## config.mk

```make
export PLATFORM = sky130hd
export DESIGN_NAME = ccbc_back
export DESIGN_NICKNAME = d
export VERILOG_FILES = /design/src/sv/ccbc_pkg.sv /design/src/sv/ccbc_back.sv
export SDC_FILE = /design/constraint.sdc
export NUM_CORES = 1
export LEC_CHECK = 0
export BUFFER_PORTS_ARGS = -buffer_cell sky130_fd_sc_hd__buf_2
export CAP_MARGIN = 5
export CORE_MARGIN = 1.5
export CORE_UTILIZATION = 60
export CTS_CLUSTER_SIZE = 20
export DETAILED_ROUTE_END_ITERATION = 7
export GPL_TIMING_DRIVEN = 0
export HOLD_SLACK_MARGIN = 0.08
export PLACE_DENSITY = 0.92
export SYNTH_ARGS = -nofsm -noshare
export SYNTH_HDL_FRONTEND = slang
export SYNTH_SLANG_ARGS = --single-unit
```

## constraint.sdc

```tcl
create_clock -name clk -period 8.12 [get_ports clk]
set_clock_uncertainty 0.05 [all_clocks]
set_input_delay 1.218 -clock clk [delete_from_list [all_inputs] [get_ports clk]]
set_output_delay 1.218 -clock clk [all_outputs]
set_load 0.02 [all_outputs]
```

## src/sv/ccbc_pkg.sv

```systemverilog
// Shared types, codes and constants for the cell chain bin checker.
package ccbc_pkg;

    localparam logic [31:0] HEADER_BYTES    = 32'd32;
    localparam logic [31:0] OLD_USER_OFFSET = 32'd8;
    localparam logic [31:0] NEW_USER_OFFSET = 32'd4;
    localparam logic [31:0] NIL_LINK        = 32'hFFFF_FFFF;

    localparam int QDEPTH = 4;
    localparam int QPTR_W = $clog2(QDEPTH);
    localparam int QCNT_W = $clog2(QDEPTH + 1);

    typedef enum logic [1:0] {
        CMD_CLEAR  = 2'd0,
        CMD_START  = 2'd1,
        CMD_CELL   = 2'd2,
        CMD_UNUSED = 2'd3
    } cmd_t;

    typedef enum logic [3:0] {
        ST_BUSY           = 4'd0,
        ST_BIN_OK         = 4'd1,
        ST_BAD_FIRST_LINK = 4'd2,
        ST_BAD_LINK       = 4'd3,
        ST_BAD_ALLOC      = 4'd4,
        ST_ALLOC_OVERFLOW = 4'd5,
        ST_BAD_FREE       = 4'd6,
        ST_FREE_OVERFLOW  = 4'd7,
        ST_NO_BIN         = 4'd8
    } status_t;

    // Operation decided by the front end for each word.
    typedef enum logic [2:0] {
        OP_CLEAR      = 3'd0,
        OP_NOP        = 3'd1,
        OP_START_OPEN = 3'd2,
        OP_START_DONE = 3'd3,
        OP_START_BAD  = 3'd4,
        OP_CELL       = 3'd5
    } op_t;

    typedef enum logic [2:0] {
        PH_IDLE = 3'b001,
        PH_OPEN = 3'b010,
        PH_FAIL = 3'b100
    } phase_t;

    typedef struct packed {
        logic [1:0]         command;
        logic [31:0]        bin_size;
        logic signed [31:0] cell_size;
        logic [31:0]        back_link;
    } in_word_t;

    typedef struct packed {
        logic [3:0]  status;
        logic [31:0] cell_offset;
        logic [31:0] user_bytes;
    } out_word_t;

    // Classified word as it waits in the queue.
    typedef struct packed {
        op_t         op;
        logic [31:0] bin_size;
        logic        alloc;
        logic [31:0] mag;
        logic [31:0] user_delta;
        logic [31:0] back_link;
    } entry_t;

endpackage

```

## src/sv/ccbc_back.sv

```systemverilog
// Back end: walks the cell chain, keeps the bin state and registers results.
module ccbc_back
    import ccbc_pkg::*;
(
    input  logic      clk,
    input  logic      rst_n,
    input  logic      old_format,
    input  logic      pop_valid,
    output logic      pop_ready,
    input  entry_t    pop_entry,
    output logic      out_valid,
    input  logic      out_ready,
    output out_word_t out_word
);

    phase_t      phase_reg;
    phase_t      phase_next;
    status_t     held_reg;
    status_t     held_next;
    logic [31:0] walk_reg;
    logic [31:0] walk_next;
    logic [31:0] prev_reg;
    logic [31:0] prev_next;
    logic        first_reg;
    logic        first_next;
    logic [31:0] bin_size_reg;
    logic [31:0] bin_size_next;
    logic [31:0] alloc_sum_reg;
    logic [31:0] alloc_sum_next;
    logic [31:0] free_sum_reg;
    logic [31:0] free_sum_next;
    logic [31:0] bin_user_reg;
    logic [31:0] bin_user_next;
    logic [31:0] total_reg;
    logic [31:0] total_next;
    logic        out_valid_reg;
    logic        out_valid_next;
    out_word_t   out_word_reg;
    out_word_t   out_word_next;

    logic        pop;
    status_t     res_status;
    logic [31:0] res_offset;
    logic [32:0] fit_sum;
    logic        fit_bad;
    logic [31:0] alloc_sum_new;
    logic [31:0] free_sum_new;
    logic [31:0] bin_user_new;
    logic        first_link_bad;
    logic        link_bad;
    logic        bin_done;
    logic        fail;
    status_t     fail_code;

    assign pop_ready = !out_valid_reg || out_ready;
    assign pop       = pop_valid && pop_ready;
    assign out_valid = out_valid_reg;
    assign out_word  = out_word_reg;

    assign fit_sum        = {1'b0, walk_reg} + {1'b0, pop_entry.mag};
    assign fit_bad        = (pop_entry.mag > bin_size_reg) || (fit_sum > {1'b0, bin_size_reg});
    assign alloc_sum_new  = alloc_sum_reg + pop_entry.mag;
    assign free_sum_new   = free_sum_reg + pop_entry.mag;
    assign bin_user_new   = bin_user_reg + pop_entry.user_delta;
    assign first_link_bad = old_format && first_reg && (pop_entry.back_link != NIL_LINK);
    assign link_bad       = old_format && !first_reg && (pop_entry.back_link != prev_reg);
    assign bin_done       = (fit_sum[31:0] >= bin_size_reg);

    always_comb
    begin
        phase_next     = phase_reg;
        held_next      = held_reg;
        walk_next      = walk_reg;
        prev_next      = prev_reg;
        first_next     = first_reg;
        bin_size_next  = bin_size_reg;
        alloc_sum_next = alloc_sum_reg;
        free_sum_next  = free_sum_reg;
        bin_user_next  = bin_user_reg;
        total_next     = total_reg;
        res_status     = ST_BUSY;
        res_offset     = '0;
        fail           = 1'b0;
        fail_code      = ST_BUSY;

        case (pop_entry.op)
            OP_CLEAR:
            begin
                total_next = '0;
            end
            OP_START_OPEN, OP_START_DONE, OP_START_BAD:
            begin
                bin_size_next  = pop_entry.bin_size;
                walk_next      = HEADER_BYTES;
                prev_next      = HEADER_BYTES;
                first_next     = 1'b1;
                alloc_sum_next = '0;
                free_sum_next  = '0;
                bin_user_next  = '0;
                held_next      = ST_BUSY;
                res_offset     = HEADER_BYTES;
                if (pop_entry.op == OP_START_OPEN)
                begin
                    phase_next = PH_OPEN;
                    res_status = ST_BUSY;
                end
                else if (pop_entry.op == OP_START_DONE)
                begin
                    phase_next = PH_IDLE;
                    res_status = ST_BIN_OK;
                end
                else
                begin
                    phase_next = PH_IDLE;
                    res_status = ST_NO_BIN;
                end
            end
            OP_CELL:
            begin
                if (phase_reg == PH_FAIL)
                begin
                    res_status = held_reg;
                    res_offset = walk_reg;
                end
                else if (phase_reg != PH_OPEN)
                begin
                    res_status = ST_NO_BIN;
                end
                else if (first_link_bad)
                begin
                    fail      = 1'b1;
                    fail_code = ST_BAD_FIRST_LINK;
                end
                else if (link_bad)
                begin
                    fail      = 1'b1;
                    fail_code = ST_BAD_LINK;
                end
                else if (pop_entry.alloc && fit_bad)
                begin
                    fail      = 1'b1;
                    fail_code = ST_BAD_ALLOC;
                end
                else if (!pop_entry.alloc && (fit_bad || pop_entry.mag == '0))
                begin
                    fail      = 1'b1;
                    fail_code = ST_BAD_FREE;
                end
                else
                begin
                    if (pop_entry.alloc)
                    begin
                        alloc_sum_next = alloc_sum_new;
                        bin_user_next  = bin_user_new;
                        if (alloc_sum_new > bin_size_reg)
                        begin
                            fail      = 1'b1;
                            fail_code = ST_ALLOC_OVERFLOW;
                        end
                    end
                    else
                    begin
                        free_sum_next = free_sum_new;
                        if (free_sum_new > bin_size_reg)
                        begin
                            fail      = 1'b1;
                            fail_code = ST_FREE_OVERFLOW;
                        end
                    end
                    if (!fail)
                    begin
                        prev_next  = walk_reg;
                        walk_next  = fit_sum[31:0];
                        first_next = 1'b0;
                        res_offset = walk_reg;
                        if (bin_done)
                        begin
                            total_next = total_reg + bin_user_next;
                            phase_next = PH_IDLE;
                            res_status = ST_BIN_OK;
                        end
                    end
                end
                if (fail)
                begin
                    held_next  = fail_code;
                    phase_next = PH_FAIL;
                    res_status = fail_code;
                    res_offset = walk_reg;
                end
            end
            default:
            begin
                res_status = ST_BUSY;
            end
        endcase
    end

    always_comb
    begin
        out_valid_next = out_valid_reg;
        out_word_next  = out_word_reg;
        if (pop)
        begin
            out_valid_next            = 1'b1;
            out_word_next.status      = res_status;
            out_word_next.cell_offset = res_offset;
            out_word_next.user_bytes  = total_next;
        end
        else if (out_ready)
        begin
            out_valid_next = 1'b0;
        end
    end

    always_ff @(posedge clk or negedge rst_n)
    begin
        if (!rst_n)
        begin
            phase_reg     <= PH_IDLE;
            held_reg      <= ST_BUSY;
            walk_reg      <= '0;
            prev_reg      <= '0;
            first_reg     <= 1'b1;
            bin_size_reg  <= '0;
            alloc_sum_reg <= '0;
            free_sum_reg  <= '0;
            bin_user_reg  <= '0;
            total_reg     <= '0;
            out_valid_reg <= 1'b0;
        end
        else if (pop)
        begin
            phase_reg     <= phase_next;
            held_reg      <= held_next;
            walk_reg      <= walk_next;
            prev_reg      <= prev_next;
            first_reg     <= first_next;
            bin_size_reg  <= bin_size_next;
            alloc_sum_reg <= alloc_sum_next;
            free_sum_reg  <= free_sum_next;
            bin_user_reg  <= bin_user_next;
            total_reg     <= total_next;
            out_valid_reg <= out_valid_next;
        end
        else
        begin
            out_valid_reg <= out_valid_next;
        end
    end

    always_ff @(posedge clk)
    begin
        out_word_reg <= out_word_next;
    end

`ifndef SYNTHESIS
    // A failed bin always holds one of the error codes of a cell check.
    assert property (@(posedge clk) disable iff (!rst_n)
        phase_reg == PH_FAIL |-> (held_reg == ST_BAD_FIRST_LINK || held_reg == ST_BAD_LINK
            || held_reg == ST_BAD_ALLOC || held_reg == ST_ALLOC_OVERFLOW
            || held_reg == ST_BAD_FREE || held_reg == ST_FREE_OVERFLOW))
        else $error("failed bin without a cell error code");

    // While a bin is open the walk has not yet reached its end.
    assert property (@(posedge clk) disable iff (!rst_n)
        phase_reg == PH_OPEN |-> walk_reg < bin_size_reg)
        else $error("open bin with walk offset at or past bin size");

    // A clear word empties the running user total and reports it so.
    assert property (@(posedge clk) disable iff (!rst_n)
        pop && pop_entry.op == OP_CLEAR |=> total_reg == '0 && out_word_reg.user_bytes == '0)
        else $error("clear did not empty the user total");

    // A new result is never loaded over one the receiver has not taken.
    assert property (@(posedge clk) disable iff (!rst_n)
        out_valid_reg && !out_ready |-> !pop)
        else $error("back end popped while result stalled");
`endif

endmodule

```

==> flow_summary.json <==
{
  "synth_cell_types": 78,
  "drv_slew": 0,
  "postPlaceCellArea_um2": 24200,
  "crit_fanout": 10,
  "grt_usage_pct": 36.2,
  "grt_pass1_wl_um": 110000,
  "area_growth_pct": 12.8,
  "min_period_over_period_pct": 97.8,
  "run_status": "complete, no violations",
  "utilization_pct": 69.1,
  "ys_seq_area_share_pct": 34.9,
  "dr_total_vias": 21100,
  "fin_setup_tns_ps": 0,
  "synth.avg_cell_area_um2": 9.15,
  "clk_latency_ps": 560,
  "synth_nets": 2886,
  "drtIter0Drc": 2104,
  "ant_nets": 0,
  "grt_max_degree": 124,
  "hp-class": "reg -> reg",
  "std_cell_rows": 70,
  "die_w_um": 197,
  "antenna_found_initial": 0,
  "hold_viol": 0,
  "relSlewSlack_pct": 22.0,
  "synth-edff-count": 68,
  "fp.dieH_um": 197,
  "hpwl_um": 53800,
  "async_reset_ff_share_pct": 77.3,
  "cts_root_buf": "clkbuf_16",
  "ctsHoldBuffers": 0,
  "layout_min_cycle_time_ps": 7940,
  "layout-drive-gt1-share_pct": 11.9,
  "ys_ff_latch": 300,
  "wl_um": 70700,
  "place_congestion": 1.01,
  "max-cap-violations": 0,
  "power_leakage_nw": 12.3,
  "largest_reg_flops": 68,
  "die-area_um2": 38700,
  "worstSetupEndpointType": "register",
  "power-per-cell-area_nw_per_um2": 187,
  "fin_nets": 3129,
  "cp.required_ps": 8350,
  "clkTransAtPathRegs_ps": 60,
  "grt.overflow.total": 0,
  "crit_arrival_ps": 8170,
  "synthCells": 2460,
  "firstDrtPassIters": 7,
  "cts_buffers": 36,
  "drc_errors": 0,
  "grt_pass1_vias": 20600,
  "fin_area_um2": 25400,
  "clock_sinks": 300,
  "hold_ws_ps": 439,
  "ios": 207,
  "setup.worst_path.start_class": "input port",
  "io_buffer_count": 204,
  "ir_worst_vdd_v": 0.000154,
  "vias_per_cell": 6.59,
  "ys.flop_type": "dfrtp_1",
  "yosysWarnings": 0,
  "rsz0062_at_grt": "no",
  "fmax_ghz": 0.126,
  "cts_tree": "done",
  "start_util_pct": 61.2,
  "wl_per_cell_um": 22.1,
  "setup_violations": 0,
  "h-tree-depth": 2,
  "path_class": "in -> reg",
  "synth_area_um2": 22500,
  "worstMarginPinSlew_ps": 1160,
  "core_um2": 36800,
  "clockBufferDepth": 3
}
[synth_stat cells (19+ instances only)]
cell type | instances | area, um^2
mux2_2 | 27 | 304
xor2_1 | 52 | 455
a21o_1 | 102 | 766
nor2_1 | 121 | 454
nor3_1 | 29 | 145
dfrtp_1 | 230 | 5760
a21oi_1 | 157 | 786
o21a_1 | 21 | 158
ha_1 | 284 | 3550
nand3_1 | 30 | 150
clkbuf_1 | 66 | 248
edfxtp_1 | 68 | 2040
nor2b_1 | 27 | 169
o21bai_1 | 25 | 188
nand4_1 | 48 | 300
nand2_1 | 337 | 1260
o21ai_0 | 212 | 1060
and2_1 | 47 | 294
nand2b_1 | 19 | 119
xnor2_1 | 123 | 1080
a22o_1 | 76 | 666
inv_1 | 93 | 349
o31ai_1 | 35 | 263
[layer usage]
layer / up-vias / track usage (%) / share of wire (%)
met1: 10200 / 48.5 / 42
li1: 9555 / - / -
met2: 1125 / 57.5 / 45
met4: 0 / 17.0 / 4.6
met3: 226 / 5.90 / 9.0
met5: - / 0 / 0
[report_power, final]
group | total, W | internal (W) | switching [W] | leakage [nW]
clock network | 0.00166 | 0.000988 | 0.000675 | 0.581
logic | 0.00140 | 0.000517 | 0.000883 | 7.89
registers | 0.00170 | 0.00164 | 0.0000627 | 3.82
[layout make-up]
cell class	count	area (um^2)
antenna	1	2.50
buffer	80	328
clock buffer	47	982
clock inverter	17	215
fill	2766	11400
inverter	93	352
multi-input combinational	1987	14000
sequential	300	7850
tap	468	586
timing repair buffer	205	1060
[path summary, 6_finish.rpt]
check                                       from                to  slack [ps]  depth (start not counted)
max in group asynchronous                  rst_n     total_reg[13]        6190                          2
worst min register to register   free_sum_reg[8]   free_sum_reg[8]         440                          2
worst max register to register  free_sum_reg[11]      out_word[24]         700                         23
min in group asynchronous                  rst_n  alloc_sum_reg[9]         640                          1
worst min-delay path             free_sum_reg[8]   free_sum_reg[8]         440                          2
worst max-delay path               pop_entry[75]      out_word[24]         180                         24
[metrics by stage]
step / worst slack [ps] / instances / total power (W)
floorplan: 1080 / 2460 / 0.00263
global placement: -236 / 3132 / 0.00299
detailed placement: -340 / 3133 / 0.00307
CTS: 133 / 3197 / 0.00473
global route: 10.0 / 3197 / 0.00496
finish: 177 / 3198 / 0.00476
[timing repair]
item                       CTS  global route
setup endpoints to repair    0           133
gates resized for setup      0            12
setup buffers                0             0
[cells in the final DEF (no fill, tap or decap), drive strengths merged, types with 13 or more instances in the layout]
cell	count
a211oi	16
a21o	102
a21oi	158
a22o	76
a31oi	18
and2	47
and3	15
buf	219
clkbuf	113
dfrtp	230
edfxtp	68
ha	284
inv	97
mux2	27
nand2	337
nand2b	19
nand3	30
nand4	48
nor2	122
nor2b	27
nor3	31
nor4	18
o21a	21
o21ai	215
o21bai	25
o2bb2ai	13
o31ai	35
xnor2	123
xor2	52
[worst max-delay path: stages]
cell and delay [ps]:
buf_2 190, ha_1 400, a21o_1 210, a221o_1 360, a21oi_1 300, nor2_1 100
a21oi_1 230, a31oi_1 190, a41oi_1 500, nand3_1 140, a31oi_1 280, xnor2_1 230
xor2_1 120, ha_1 310, nand4_1 120, nor4bb_1 710, a31o_2 310, a21oi_1 130
a31o_2 360, or3_1 480, o41a_1 440, or2_1 250, clkbuf_1 270, a22o_1 320
[cells by family after synthesis]
family                     after synthesis  share of synthesized area (%)
buffers and inverters                  173                           2.99
DFF                                    300                           34.9
xor gates and xnor gates               175                           6.81
muxes                                   36                           1.75
adders and majority gates              289                           16.2
AOI/OAI and AO/OA                      770                           22.7
and+or+nand+nor                        717                           14.7
Power figures use the tool's default switching activity.
